**config.mk**
```make
export PLATFORM = sky130hd
export DESIGN_NAME = card_answer_hash_engine
export DESIGN_NICKNAME = d
export VERILOG_FILES = /design/src/rtl/core/cahe_pkg.sv /design/src/rtl/core/cahe_front.sv /design/src/rtl/core/cahe_queue.sv /design/src/rtl/core/cahe_back.sv /design/src/rtl/core/card_answer_hash_engine.sv
export SDC_FILE = /design/constraint.sdc
export NUM_CORES = 2
export LEC_CHECK = 0
export BUFFER_PORTS_ARGS = -buffer_cell sky130_fd_sc_hd__buf_2
export CORE_UTILIZATION = 51
export DETAILED_ROUTE_END_ITERATION = 10
export PLACE_DENSITY = 0.67
export REMOVE_ABC_BUFFERS = 1
export SYNTH_ARGS = -nofsm -noshare
export SYNTH_HDL_FRONTEND = slang
export SYNTH_HIERARCHICAL = 1
export SYNTH_SLANG_ARGS = --single-unit
```
**constraint.sdc**
```tcl
create_clock -name aclk -period 8.8 [get_ports aclk]
set_input_delay 1.76 -clock aclk [delete_from_list [all_inputs] [get_ports aclk]]
set_output_delay 1.76 -clock aclk [all_outputs]
set_load 0.05 [all_outputs]
```
**src/rtl/core/cahe_pkg.sv**
```systemverilog
// Shared types and constants for the card answer hash engine.
package cahe_pkg;

    localparam int KEY_WORDS   = 7;
    localparam int KEY_BYTES   = 56;
    localparam int REQ_LEN     = 32;
    localparam int ANS_LEN     = 8;
    localparam int QUEUE_DEPTH = 2;
    localparam int WIN_LEN     = 16;

    localparam int HEAD_ROUNDS = 27;
    localparam int SIG_BYTES   = 4;
    localparam int TAIL_ROUNDS = 64;

    localparam int KEY_IDX_W = 3;
    localparam int REQ_IDX_W = 5;

    localparam logic [7:0] SHORT_MASK  = 8'he0;
    localparam logic [7:0] SHORT_CODE  = 8'hc0;
    localparam logic [7:0] BLOCK_MASK  = 8'hf0;
    localparam logic [7:0] BLOCK_CODE  = 8'ha0;
    localparam logic [7:0] LAST_MASK   = 8'h0f;
    localparam logic [7:0] WIN24_LIMIT = 8'h3a;
    localparam logic [7:0] WIN8_LIMIT  = 8'h32;
    localparam logic [7:0] SHORT_ANS0  = 8'h01;

    typedef enum logic [1:0] {
        WIN_0  = 2'd0,
        WIN_8  = 2'd1,
        WIN_24 = 2'd2
    } win_sel_t;

    typedef struct packed {
        logic     bank;
        logic     short_ans;
        win_sel_t win;
        logic     blocked;
        logic     sum_bad;
    } job_t;

    typedef logic [KEY_BYTES-1:0][7:0] key_table_t;

endpackage

```
**src/rtl/core/cahe_front.sv**
```systemverilog
// Request intake: byte store in two banks, byte sum and request classification.
module cahe_front (
    input  logic                aclk,
    input  logic                aresetn,
    input  logic                s_tvalid,
    output logic                s_tready,
    input  logic [7:0]          s_tdata,
    output logic                job_push,
    output cahe_pkg::job_t      job_out,
    input  logic                job_release,
    input  logic [cahe_pkg::REQ_IDX_W:0] rd_addr,
    output logic [7:0]          rd_data
);

    logic [cahe_pkg::REQ_IDX_W-1:0] count_reg, count_next;
    logic                           bank_reg, bank_next;
    logic [7:0]                     sum_reg, sum_next;
    logic [1:0]                     outst_reg, outst_next;
    logic [7:0]                     byte0_reg, byte1_reg, byte6_reg;
    logic [7:0]                     req_mem [2*cahe_pkg::REQ_LEN];
    logic [7:0]                     rd_data_reg;
    logic                           accept;
    logic                           last_beat;
    logic [7:0]                     sum_full;

    assign s_tready  = (outst_reg != 2'(cahe_pkg::QUEUE_DEPTH));
    assign accept    = s_tvalid && s_tready;
    assign last_beat = accept && (count_reg == cahe_pkg::REQ_IDX_W'(cahe_pkg::REQ_LEN - 1));
    assign sum_full  = sum_reg + s_tdata;
    assign rd_data   = rd_data_reg;
    assign job_push  = last_beat;

    always_ff @(posedge aclk) begin
        if (accept) begin
            req_mem[{bank_reg, count_reg}] <= s_tdata;
        end
        rd_data_reg <= req_mem[rd_addr];
    end

    always_ff @(posedge aclk) begin
        if (accept && count_reg == cahe_pkg::REQ_IDX_W'(0)) begin
            byte0_reg <= s_tdata;
        end
        if (accept && count_reg == cahe_pkg::REQ_IDX_W'(1)) begin
            byte1_reg <= s_tdata;
        end
        if (accept && count_reg == cahe_pkg::REQ_IDX_W'(6)) begin
            byte6_reg <= s_tdata;
        end
    end

    always_comb begin
        job_out.bank      = bank_reg;
        job_out.short_ans = (byte0_reg & cahe_pkg::SHORT_MASK) == cahe_pkg::SHORT_CODE;
        job_out.blocked   = (byte6_reg & cahe_pkg::BLOCK_MASK) == cahe_pkg::BLOCK_CODE;
        job_out.sum_bad   = (sum_full != 8'h00);
        if (byte1_reg > cahe_pkg::WIN24_LIMIT) begin
            job_out.win = cahe_pkg::WIN_24;
        end else if (byte1_reg > cahe_pkg::WIN8_LIMIT) begin
            job_out.win = cahe_pkg::WIN_8;
        end else begin
            job_out.win = cahe_pkg::WIN_0;
        end
    end

    always_comb begin
        count_next = count_reg;
        bank_next  = bank_reg;
        sum_next   = sum_reg;
        if (accept) begin
            count_next = count_reg + 1'b1;
            sum_next   = sum_full;
        end
        if (last_beat) begin
            bank_next = ~bank_reg;
            sum_next  = 8'h00;
        end
        outst_next = outst_reg;
        case ({job_push, job_release})
            2'b10:   outst_next = outst_reg + 2'd1;
            2'b01:   outst_next = outst_reg - 2'd1;
            default: outst_next = outst_reg;
        endcase
    end

    always_ff @(posedge aclk) begin
        if (!aresetn) begin
            count_reg <= '0;
            bank_reg  <= 1'b0;
            sum_reg   <= 8'h00;
            outst_reg <= 2'd0;
        end else begin
            count_reg <= count_next;
            bank_reg  <= bank_next;
            sum_reg   <= sum_next;
            outst_reg <= outst_next;
        end
    end

endmodule

```
**src/rtl/core/cahe_queue.sv**
```systemverilog
// Two-entry job queue between intake and hash sequencer.
module cahe_queue (
    input  logic           aclk,
    input  logic           aresetn,
    input  logic           push,
    input  cahe_pkg::job_t job_in,
    input  logic           pop,
    output logic           job_valid,
    output cahe_pkg::job_t job_out
);

    cahe_pkg::job_t entry_reg [cahe_pkg::QUEUE_DEPTH];
    logic           wr_ptr_reg, wr_ptr_next;
    logic           rd_ptr_reg, rd_ptr_next;
    logic [1:0]     fill_reg, fill_next;

    assign job_valid = (fill_reg != 2'd0);
    assign job_out   = entry_reg[rd_ptr_reg];

    always_ff @(posedge aclk) begin
        if (push) begin
            entry_reg[wr_ptr_reg] <= job_in;
        end
    end

    always_comb begin
        wr_ptr_next = push ? ~wr_ptr_reg : wr_ptr_reg;
        rd_ptr_next = pop ? ~rd_ptr_reg : rd_ptr_reg;
        case ({push, pop})
            2'b10:   fill_next = fill_reg + 2'd1;
            2'b01:   fill_next = fill_reg - 2'd1;
            default: fill_next = fill_reg;
        endcase
    end

    always_ff @(posedge aclk) begin
        if (!aresetn) begin
            wr_ptr_reg <= 1'b0;
            rd_ptr_reg <= 1'b0;
            fill_reg   <= 2'd0;
        end else begin
            wr_ptr_reg <= wr_ptr_next;
            rd_ptr_reg <= rd_ptr_next;
            fill_reg   <= fill_next;
        end
    end

endmodule

```
**src/rtl/core/cahe_back.sv**
```systemverilog
// Hash sequencer: keyed mixing rounds over an eight-byte ring and answer output.
module cahe_back (
    input  logic                         aclk,
    input  logic                         aresetn,
    input  cahe_pkg::key_table_t         key_tab,
    input  logic                         job_valid,
    input  cahe_pkg::job_t               job,
    output logic                         job_pop,
    output logic [cahe_pkg::REQ_IDX_W:0] rd_addr,
    input  logic [7:0]                   rd_data,
    output logic                         job_release,
    output logic                         m_tvalid,
    input  logic                         m_tready,
    output logic [7:0]                   m_tdata,
    output logic [2:0]                   m_tuser,
    output logic                         m_tlast
);

    typedef enum logic [6:0] {
        ST_IDLE  = 7'b0000001,
        ST_PRIME = 7'b0000010,
        ST_ROUND = 7'b0000100,
        ST_SIG   = 7'b0001000,
        ST_TAIL  = 7'b0010000,
        ST_ALIGN = 7'b0100000,
        ST_OUT   = 7'b1000000
    } state_t;

    state_t             state_reg, state_next;
    logic [7:0]         ring_reg [cahe_pkg::ANS_LEN];
    logic [7:0]         ring_next [cahe_pkg::ANS_LEN];
    logic [7:0]         ring_mix [cahe_pkg::ANS_LEN];
    logic [7:0]         ring_rot [cahe_pkg::ANS_LEN];
    logic [5:0]         cnt_reg, cnt_next;
    logic [1:0]         ph_reg, ph_next;
    logic [cahe_pkg::REQ_IDX_W-1:0] idx_reg, idx_next;
    logic               bank_reg, bank_next;
    cahe_pkg::win_sel_t win_reg, win_next;
    logic [7:0]         carry_reg, carry_next;
    logic               sig_bad_reg, sig_bad_next;
    logic               sum_bad_reg, sum_bad_next;
    logic               blocked_reg, blocked_next;
    logic               short_reg, short_next;
    logic [2:0]         beat_reg, beat_next;

    logic               m_tvalid_reg;
    logic [7:0]         m_tdata_reg;
    logic [2:0]         m_tuser_reg;
    logic               m_tlast_reg;
    logic               out_load;
    logic               out_free;
    logic [7:0]         out_byte;

    logic [7:0]         hi_win [cahe_pkg::WIN_LEN];
    logic [7:0]         lo_win [cahe_pkg::WIN_LEN];
    logic [7:0]         feed;
    logic [7:0]         mix_v;
    logic [7:0]         key_sum;
    logic [7:0]         c_not;
    logic [7:0]         c_rol;
    logic [7:0]         c_add;
    logic [7:0]         c_ror;

    assign rd_addr  = {bank_reg, idx_reg};
    assign m_tvalid = m_tvalid_reg;
    assign m_tdata  = m_tdata_reg;
    assign m_tuser  = m_tuser_reg;
    assign m_tlast  = m_tlast_reg;
    assign out_free = !m_tvalid_reg || m_tready;

    always_comb begin
        for (int j = 0; j < cahe_pkg::WIN_LEN; j++) begin
            unique case (win_reg)
                cahe_pkg::WIN_8: begin
                    hi_win[j] = key_tab[8 + j];
                    lo_win[j] = key_tab[8 + cahe_pkg::WIN_LEN + j];
                end
                cahe_pkg::WIN_24: begin
                    hi_win[j] = key_tab[24 + j];
                    lo_win[j] = key_tab[24 + cahe_pkg::WIN_LEN + j];
                end
                default: begin
                    hi_win[j] = key_tab[j];
                    lo_win[j] = key_tab[cahe_pkg::WIN_LEN + j];
                end
            endcase
        end
    end

    always_comb begin
        feed    = (state_reg == ST_SIG) ? carry_reg : rd_data;
        mix_v   = ring_reg[0] ^ feed;
        key_sum = hi_win[mix_v[7:4]] + lo_win[mix_v[3:0]];
        c_not   = ~key_sum;
        c_rol   = {c_not[6:0], c_not[7]};
        c_add   = c_rol + feed;
        c_ror   = {c_add[2:0], c_add[7:3]};
        for (int j = 0; j < cahe_pkg::ANS_LEN - 1; j++) begin
            ring_mix[j] = ring_reg[j + 1];
            ring_rot[j] = ring_reg[j + 1];
        end
        ring_mix[0] = ring_reg[1] ^ c_ror;
        ring_mix[cahe_pkg::ANS_LEN - 1] = mix_v;
        ring_rot[cahe_pkg::ANS_LEN - 1] = ring_reg[0];
    end

    always_comb begin
        out_byte = (sig_bad_reg || (blocked_reg && !short_reg)) ? 8'h00 : ring_reg[0];
        if (beat_reg == 3'(cahe_pkg::ANS_LEN - 1)) begin
            out_byte = out_byte & cahe_pkg::LAST_MASK;
        end
    end

    always_comb begin
        state_next   = state_reg;
        ring_next    = ring_reg;
        cnt_next     = cnt_reg;
        ph_next      = ph_reg;
        idx_next     = idx_reg;
        bank_next    = bank_reg;
        win_next     = win_reg;
        carry_next   = carry_reg;
        sig_bad_next = sig_bad_reg;
        sum_bad_next = sum_bad_reg;
        blocked_next = blocked_reg;
        short_next   = short_reg;
        beat_next    = beat_reg;
        job_pop      = 1'b0;
        job_release  = 1'b0;
        out_load     = 1'b0;
        unique case (state_reg)
            ST_IDLE: begin
                if (job_valid) begin
                    job_pop      = 1'b1;
                    bank_next    = job.bank;
                    win_next     = job.win;
                    short_next   = job.short_ans;
                    blocked_next = job.blocked;
                    sum_bad_next = job.sum_bad && !job.short_ans;
                    sig_bad_next = 1'b0;
                    carry_next   = 8'h00;
                    cnt_next     = 6'd0;
                    ph_next      = 2'd0;
                    idx_next     = '0;
                    beat_next    = 3'd0;
                    for (int j = 0; j < cahe_pkg::ANS_LEN; j++) begin
                        ring_next[j] = 8'h00;
                    end
                    if (job.short_ans) begin
                        ring_next[0] = cahe_pkg::SHORT_ANS0;
                        job_release  = 1'b1;
                        state_next   = ST_OUT;
                    end else begin
                        state_next = ST_PRIME;
                    end
                end
            end
            ST_PRIME: begin
                idx_next   = idx_reg + 1'b1;
                state_next = ST_ROUND;
            end
            ST_ROUND: begin
                ring_next = ring_mix;
                if (cnt_reg == 6'(cahe_pkg::HEAD_ROUNDS - 1)) begin
                    cnt_next   = 6'd0;
                    state_next = ST_SIG;
                end else begin
                    cnt_next = cnt_reg + 6'd1;
                    idx_next = idx_reg + 1'b1;
                end
            end
            ST_SIG: begin
                if (ph_reg == 2'd2) begin
                    ph_next      = 2'd0;
                    ring_next    = ring_rot;
                    carry_next   = rd_data;
                    sig_bad_next = sig_bad_reg || (ring_reg[0] != rd_data);
                    if (cnt_reg == 6'(cahe_pkg::SIG_BYTES - 1)) begin
                        cnt_next   = 6'd0;
                        state_next = ST_TAIL;
                    end else begin
                        cnt_next = cnt_reg + 6'd1;
                    end
                end else begin
                    ring_next = ring_mix;
                    ph_next   = ph_reg + 2'd1;
                    if (ph_reg == 2'd1 && cnt_reg != 6'(cahe_pkg::SIG_BYTES - 1)) begin
                        idx_next = idx_reg + 1'b1;
                    end else if (ph_reg == 2'd1) begin
                        idx_next = cahe_pkg::REQ_IDX_W'(cahe_pkg::REQ_LEN - 1);
                    end
                end
            end
            ST_TAIL: begin
                ring_next = ring_mix;
                if (cnt_reg == 6'(cahe_pkg::TAIL_ROUNDS - 1)) begin
                    cnt_next   = 6'd0;
                    state_next = ST_ALIGN;
                end else begin
                    cnt_next = cnt_reg + 6'd1;
                end
            end
            ST_ALIGN: begin
                ring_next   = ring_rot;
                job_release = 1'b1;
                state_next  = ST_OUT;
            end
            ST_OUT: begin
                if (out_free) begin
                    out_load  = 1'b1;
                    ring_next = ring_rot;
                    beat_next = beat_reg + 3'd1;
                    if (beat_reg == 3'(cahe_pkg::ANS_LEN - 1)) begin
                        state_next = ST_IDLE;
                    end
                end
            end
            default: state_next = ST_IDLE;
        endcase
    end

    always_ff @(posedge aclk) begin
        if (!aresetn) begin
            state_reg <= ST_IDLE;
        end else begin
            state_reg <= state_next;
        end
        ring_reg    <= ring_next;
        cnt_reg     <= cnt_next;
        ph_reg      <= ph_next;
        idx_reg     <= idx_next;
        bank_reg    <= bank_next;
        win_reg     <= win_next;
        carry_reg   <= carry_next;
        sig_bad_reg <= sig_bad_next;
        sum_bad_reg <= sum_bad_next;
        blocked_reg <= blocked_next;
        short_reg   <= short_next;
        beat_reg    <= beat_next;
    end

    always_ff @(posedge aclk) begin
        if (!aresetn) begin
            m_tvalid_reg <= 1'b0;
        end else if (out_load) begin
            m_tvalid_reg <= 1'b1;
        end else if (m_tready) begin
            m_tvalid_reg <= 1'b0;
        end
        if (out_load) begin
            m_tdata_reg <= out_byte;
            m_tuser_reg <= {!short_reg && !sig_bad_reg, sum_bad_reg, sig_bad_reg};
            m_tlast_reg <= (beat_reg == 3'(cahe_pkg::ANS_LEN - 1));
        end
    end

    a_pop_idle : assert property (@(posedge aclk) disable iff (!aresetn)
        job_pop |-> (state_reg == ST_IDLE && job_valid))
        else $error("job taken outside idle or from an empty queue");

    a_tail_addr : assert property (@(posedge aclk) disable iff (!aresetn)
        (state_reg == ST_TAIL) |-> (idx_reg == cahe_pkg::REQ_IDX_W'(cahe_pkg::REQ_LEN - 1)))
        else $error("tail rounds not fed from the last request byte");

    a_last_idle : assert property (@(posedge aclk) disable iff (!aresetn)
        (out_load && beat_reg == 3'(cahe_pkg::ANS_LEN - 1)) |=> (state_reg == ST_IDLE))
        else $error("sequencer not idle after the last answer beat");

    a_release_once : assert property (@(posedge aclk) disable iff (!aresetn)
        job_release |=> !job_release)
        else $error("request bank released twice");

endmodule

```
**src/rtl/core/card_answer_hash_engine.sv**
```systemverilog
// Top level of the card answer hash engine: key registers, intake, queue and sequencer.
//
//  channel   dir   beat                                   handshake
//  s_        in    tdata[7:0] request byte                tvalid/tready
//  m_        out   tdata[7:0] answer byte, tuser[2:0],    tvalid/tready
//                  tlast on the eighth answer beat
//  cfg_      in    cfg_index selects key word 0..6        cfg_we, no wait
//
//  A request is 32 input beats at up to one per cycle, into one of two request banks.
//  Hashing runs a priming step, 27 head rounds, a check of 4 signature bytes, 64 tail
//  rounds and an alignment step on the single mixing unit; a short-answer request
//  skips it. Answers leave at one beat per cycle while m_tready allows.
//  The next request is taken while one is hashed; intake stalls only with two pending.
//  aresetn is synchronous and clears the control state and the key words.
module card_answer_hash_engine (
    input  logic        aclk,
    input  logic        aresetn,
    input  logic        s_tvalid,
    output logic        s_tready,
    input  logic [7:0]  s_tdata,   // [7:0] request_byte
    output logic        m_tvalid,
    input  logic        m_tready,
    output logic [7:0]  m_tdata,   // [7:0] answer_byte
    output logic [2:0]  m_tuser,   // [0] signature_bad, [1] sum_bad, [2] key_accepted
    output logic        m_tlast,
    input  logic        cfg_we,
    input  logic [2:0]  cfg_index,
    input  logic [63:0] cfg_wdata
);

    logic [63:0]          key_word_reg [cahe_pkg::KEY_WORDS];
    cahe_pkg::key_table_t key_tab;
    cahe_pkg::job_t       push_job;
    cahe_pkg::job_t       head_job;
    logic                 job_push;
    logic                 job_pop;
    logic                 job_valid;
    logic                 job_release;
    logic [cahe_pkg::REQ_IDX_W:0] rd_addr;
    logic [7:0]           rd_data;

    always_ff @(posedge aclk) begin
        if (!aresetn) begin
            for (int i = 0; i < cahe_pkg::KEY_WORDS; i++) begin
                key_word_reg[i] <= 64'd0;
            end
        end else if (cfg_we && cfg_index < cahe_pkg::KEY_IDX_W'(cahe_pkg::KEY_WORDS)) begin
            key_word_reg[cfg_index] <= cfg_wdata;
        end
    end

    always_comb begin
        for (int i = 0; i < cahe_pkg::KEY_BYTES; i++) begin
            key_tab[i] = key_word_reg[i / 8][(i % 8) * 8 +: 8];
        end
    end

    cahe_front u_front (
        .aclk        (aclk),
        .aresetn     (aresetn),
        .s_tvalid    (s_tvalid),
        .s_tready    (s_tready),
        .s_tdata     (s_tdata),
        .job_push    (job_push),
        .job_out     (push_job),
        .job_release (job_release),
        .rd_addr     (rd_addr),
        .rd_data     (rd_data)
    );

    cahe_queue u_queue (
        .aclk      (aclk),
        .aresetn   (aresetn),
        .push      (job_push),
        .job_in    (push_job),
        .pop       (job_pop),
        .job_valid (job_valid),
        .job_out   (head_job)
    );

    cahe_back u_back (
        .aclk        (aclk),
        .aresetn     (aresetn),
        .key_tab     (key_tab),
        .job_valid   (job_valid),
        .job         (head_job),
        .job_pop     (job_pop),
        .rd_addr     (rd_addr),
        .rd_data     (rd_data),
        .job_release (job_release),
        .m_tvalid    (m_tvalid),
        .m_tready    (m_tready),
        .m_tdata     (m_tdata),
        .m_tuser     (m_tuser),
        .m_tlast     (m_tlast)
    );

endmodule
```
==> impl_metrics.json <==
{
  "status": "finished, final reports clean",
  "io_pins": 94,
  "grt_pass1_wl_um": 198000,
  "netlist_top_cells_area": "edfxtp_1, mux4_2, dfxtp_1, a221oi_1, nand2_1",
  "cts.sink_count": 1131,
  "critPathKind": "reg2reg",
  "power_w": 0.0154,
  "antenna_left": 0,
  "gr-total-overflow": 0,
  "skew_ps": 32.9,
  "first_global_vias": 31900,
  "core.rowCount": 115,
  "power_leakage_nw": 19.0,
  "synth_top_cell_by_area": "edfxtp_1",
  "postLayoutCellArea_um2": 56100,
  "clk_pin_slew_ps": 60,
  "yosysTopAreaCellShare_pct": 60.8,
  "yosys_most_used_dff": "edfxtp_1",
  "cts_tree": "built",
  "cts_resized": 0,
  "insertion_delay_ps": 730,
  "p_per_area_nw_per_um2": 276,
  "syn_inst": 3826,
  "port_buffers": 93,
  "ys_ff_latch": 1131,
  "grt_max_degree": 94,
  "hpwl_um": 76500,
  "antenna_found_initial": 6,
  "fmax_ghz": 0.131,
  "clock_tree.root_cell": "clkbuf_16",
  "pre_cts_ws_ps": 1280,
  "ys_warn_count": 6,
  "fin_crit_ps": 7630,
  "clk_path_buf_depth": 3,
  "worstMarginPinSlew_ps": 1200,
  "finalHoldViolCount": 0,
  "ir_drop_uv": 360,
  "critical_path.top_delay_family": "compound AO/OA/AOI/OAI gates",
  "start_util_pct": 51.6,
  "grt_usage_pct": 25.7,
  "finalSetupViolCount": 0,
  "cts_setup_buffers": 0,
  "required_ps": 9260,
  "yosysUniqueCellTypes": 81,
  "layout-drive-gt1-share_pct": 14.6,
  "core_area_um2": 98600,
  "crit_buf_inv": 4,
  "relSlewSlack_pct": 19.9,
  "dr.first_iter.drc_count": 4073,
  "drt_pass1_iterations": 8,
  "die_y_um": 318,
  "postPlaceCellArea_um2": 52400,
  "critPathLaunchType": "flop",
  "worst_slack_ps": 1170,
  "dieArea_um2": 101000,
  "wire_per_inst_um": 25.2,
  "critPathSlowestCell": "nor3b_2",
  "avgSynthCellArea_um2": 13.3,
  "critical_path.max_fanout": 24,
  "drcViolationCount": 0,
  "viasPerCell": 6.39,
  "largest_reg_flops": 512,
  "place_congestion": 0.863,
  "fin_nets": 3916,
  "vias": 33100,
  "slew_violations": 0,
  "min_path_type": "reg2reg",
  "synth_edf_count": 1030,
  "syn2layout_area_growth_pct": 10.2,
  "rsz0062_at_grt": "no",
  "htree_levels": 3,
  "hold_buffers": 0,
  "syn-cell-area_um2": 50900,
  "ys_seq_area_share_pct": 64.8,
  "die_w_um": 318,
  "crit_path_end_kind": "flop",
  "cap_viol_max_count": 0,
  "numCtsBuffers": 113,
  "slowest_delay_ps": 590,
  "period_share_pct": 86.7,
  "cp_common_cell": "a21oi_1",
  "drt-total-wl_um": 131000,
  "ys_async_sr_fraction_pct": 0,
  "worstPathArrival_ps": 8090
}
==> worst reg2reg max path, delay by kind of cell, from the launching register on <==
| kind | cells | cell delay, ps |
|---|---|---|
| AO/OA/AOI/OAI | 15 | 2600 |
| multiplexers | 2 | 780 |
| buffers and inverters | 4 | 730 |
| AND/OR/NAND/NOR | 3 | 930 |
| XOR/XNOR | 4 | 830 |
| adder cells (fa/ha/maj) | 3 | 1050 |
| flip-flops | 1 | 490 |
==> path summary, 6_finish.rpt <==
kind	startpoint	endpoint	slack (ps)	cells after the start
min reg2reg	u_back/sum_bad_reg	u_back/m_tuser[1]	440	0
min	u_back/sum_bad_reg	u_back/m_tuser[1]	440	0
max reg2reg	u_back/state_reg[3]	u_back/ring_reg[59]	1170	31
max	u_back/state_reg[3]	u_back/ring_reg[59]	1170	31
==> cell type report <==
type	count	area, um2
repair buffers	162	1070
clock buffers	149	3050
inverters	105	394
flip-flops and latches	1131	33000
clock inverters	63	606
well taps	1287	1610
diodes	3	7.51
fillers	7767	42500
multi-input cells	2283	16400
==> metrics by stage <==
stage	utilization (%)	setup TNS (ps)	hold WS (ps)	instances
4_1_cts	56.9	0	440	5180
6_report	56.9	0	441	5183
3_3_place_gp	53.2	0	416	4968
5_1_grt	56.9	0	452	5182
3_5_place_dp	53.2	0	438	4968
2_1_floorplan	-	-4540	400	3519
==> cells in the final DEF, fill, tap and decap left out, types with 9 or more instances in the layout <==
master	n
o21ai_0	74
or3_1	13
xnor2_1	29
clkbuf_16	115
o22ai_1	18
nand2b_1	14
clkbuf_1	30
and3_1	79
inv_1	105
dfxtp_1	101
a221oi_1	207
buf_2	92
a22oi_1	58
mux2i_1	33
a221o_1	9
o21ai_1	32
mux4_2	154
a21oi_1	100
xor2_1	13
nand3_1	158
o311ai_0	10
a21boi_0	9
ha_1	35
nand2_1	380
a31oi_1	15
edfxtp_1	1030
mux2_2	44
clkinv_2	22
nor2b_1	75
buf_4	63
clkinv_1	22
nor3_1	90
a22o_1	14
and2_1	24
a211oi_1	70
nor2_1	378
==> synthesized netlist by cell type, types with 58 or more instances <==
library cell,number
a211oi_1,70
a21oi_1,101
a221oi_1,207
a22oi_1,58
and3_1,79
buf_2,86
clkbuf_1,172
dfxtp_1,101
edfxtp_1,1030
inv_1,105
mux4_2,154
nand2_1,387
nand3_1,160
nor2_1,379
nor2b_1,77
nor3_1,92
o21ai_0,76
==> routing by layer <==
metal / GRT usage, % / wire [um] / up-vias
met5: 0 / 41 / -
met4: 8.64 / 4090 / 6
met3: 3.85 / 10900 / 256
met2: 40.6 / 61300 / 1655
met1: 36.6 / 54300 / 16600
li1: - / - / 14600
==> cells by family (layout without fill, tap and decap cells) <==
logic type | Yosys count | after routing | synth area share [%]
and+or+nand+nor | 1273 | 1273 | 11.4
DFF | 1131 | 1131 | 64.8
AOI/OAI and AO/OA | 678 | 678 | 9.65
buffers and inverters | 412 | 479 | 3.50
muxes | 241 | 241 | 8.69
xor gates and xnor gates | 51 | 51 | 0.920
adders and majority gates | 40 | 40 | 1.03
other | 0 | 3 | 0
==> power breakdown <==
group	internal, W	switching, W	total, W
combinational	0.00159	0.00264	0.00423
sequential	0.00627	0.000206	0.00648
clock	0.00268	0.00206	0.00474
No activity file was read; power rests on OpenSTA's default activity.
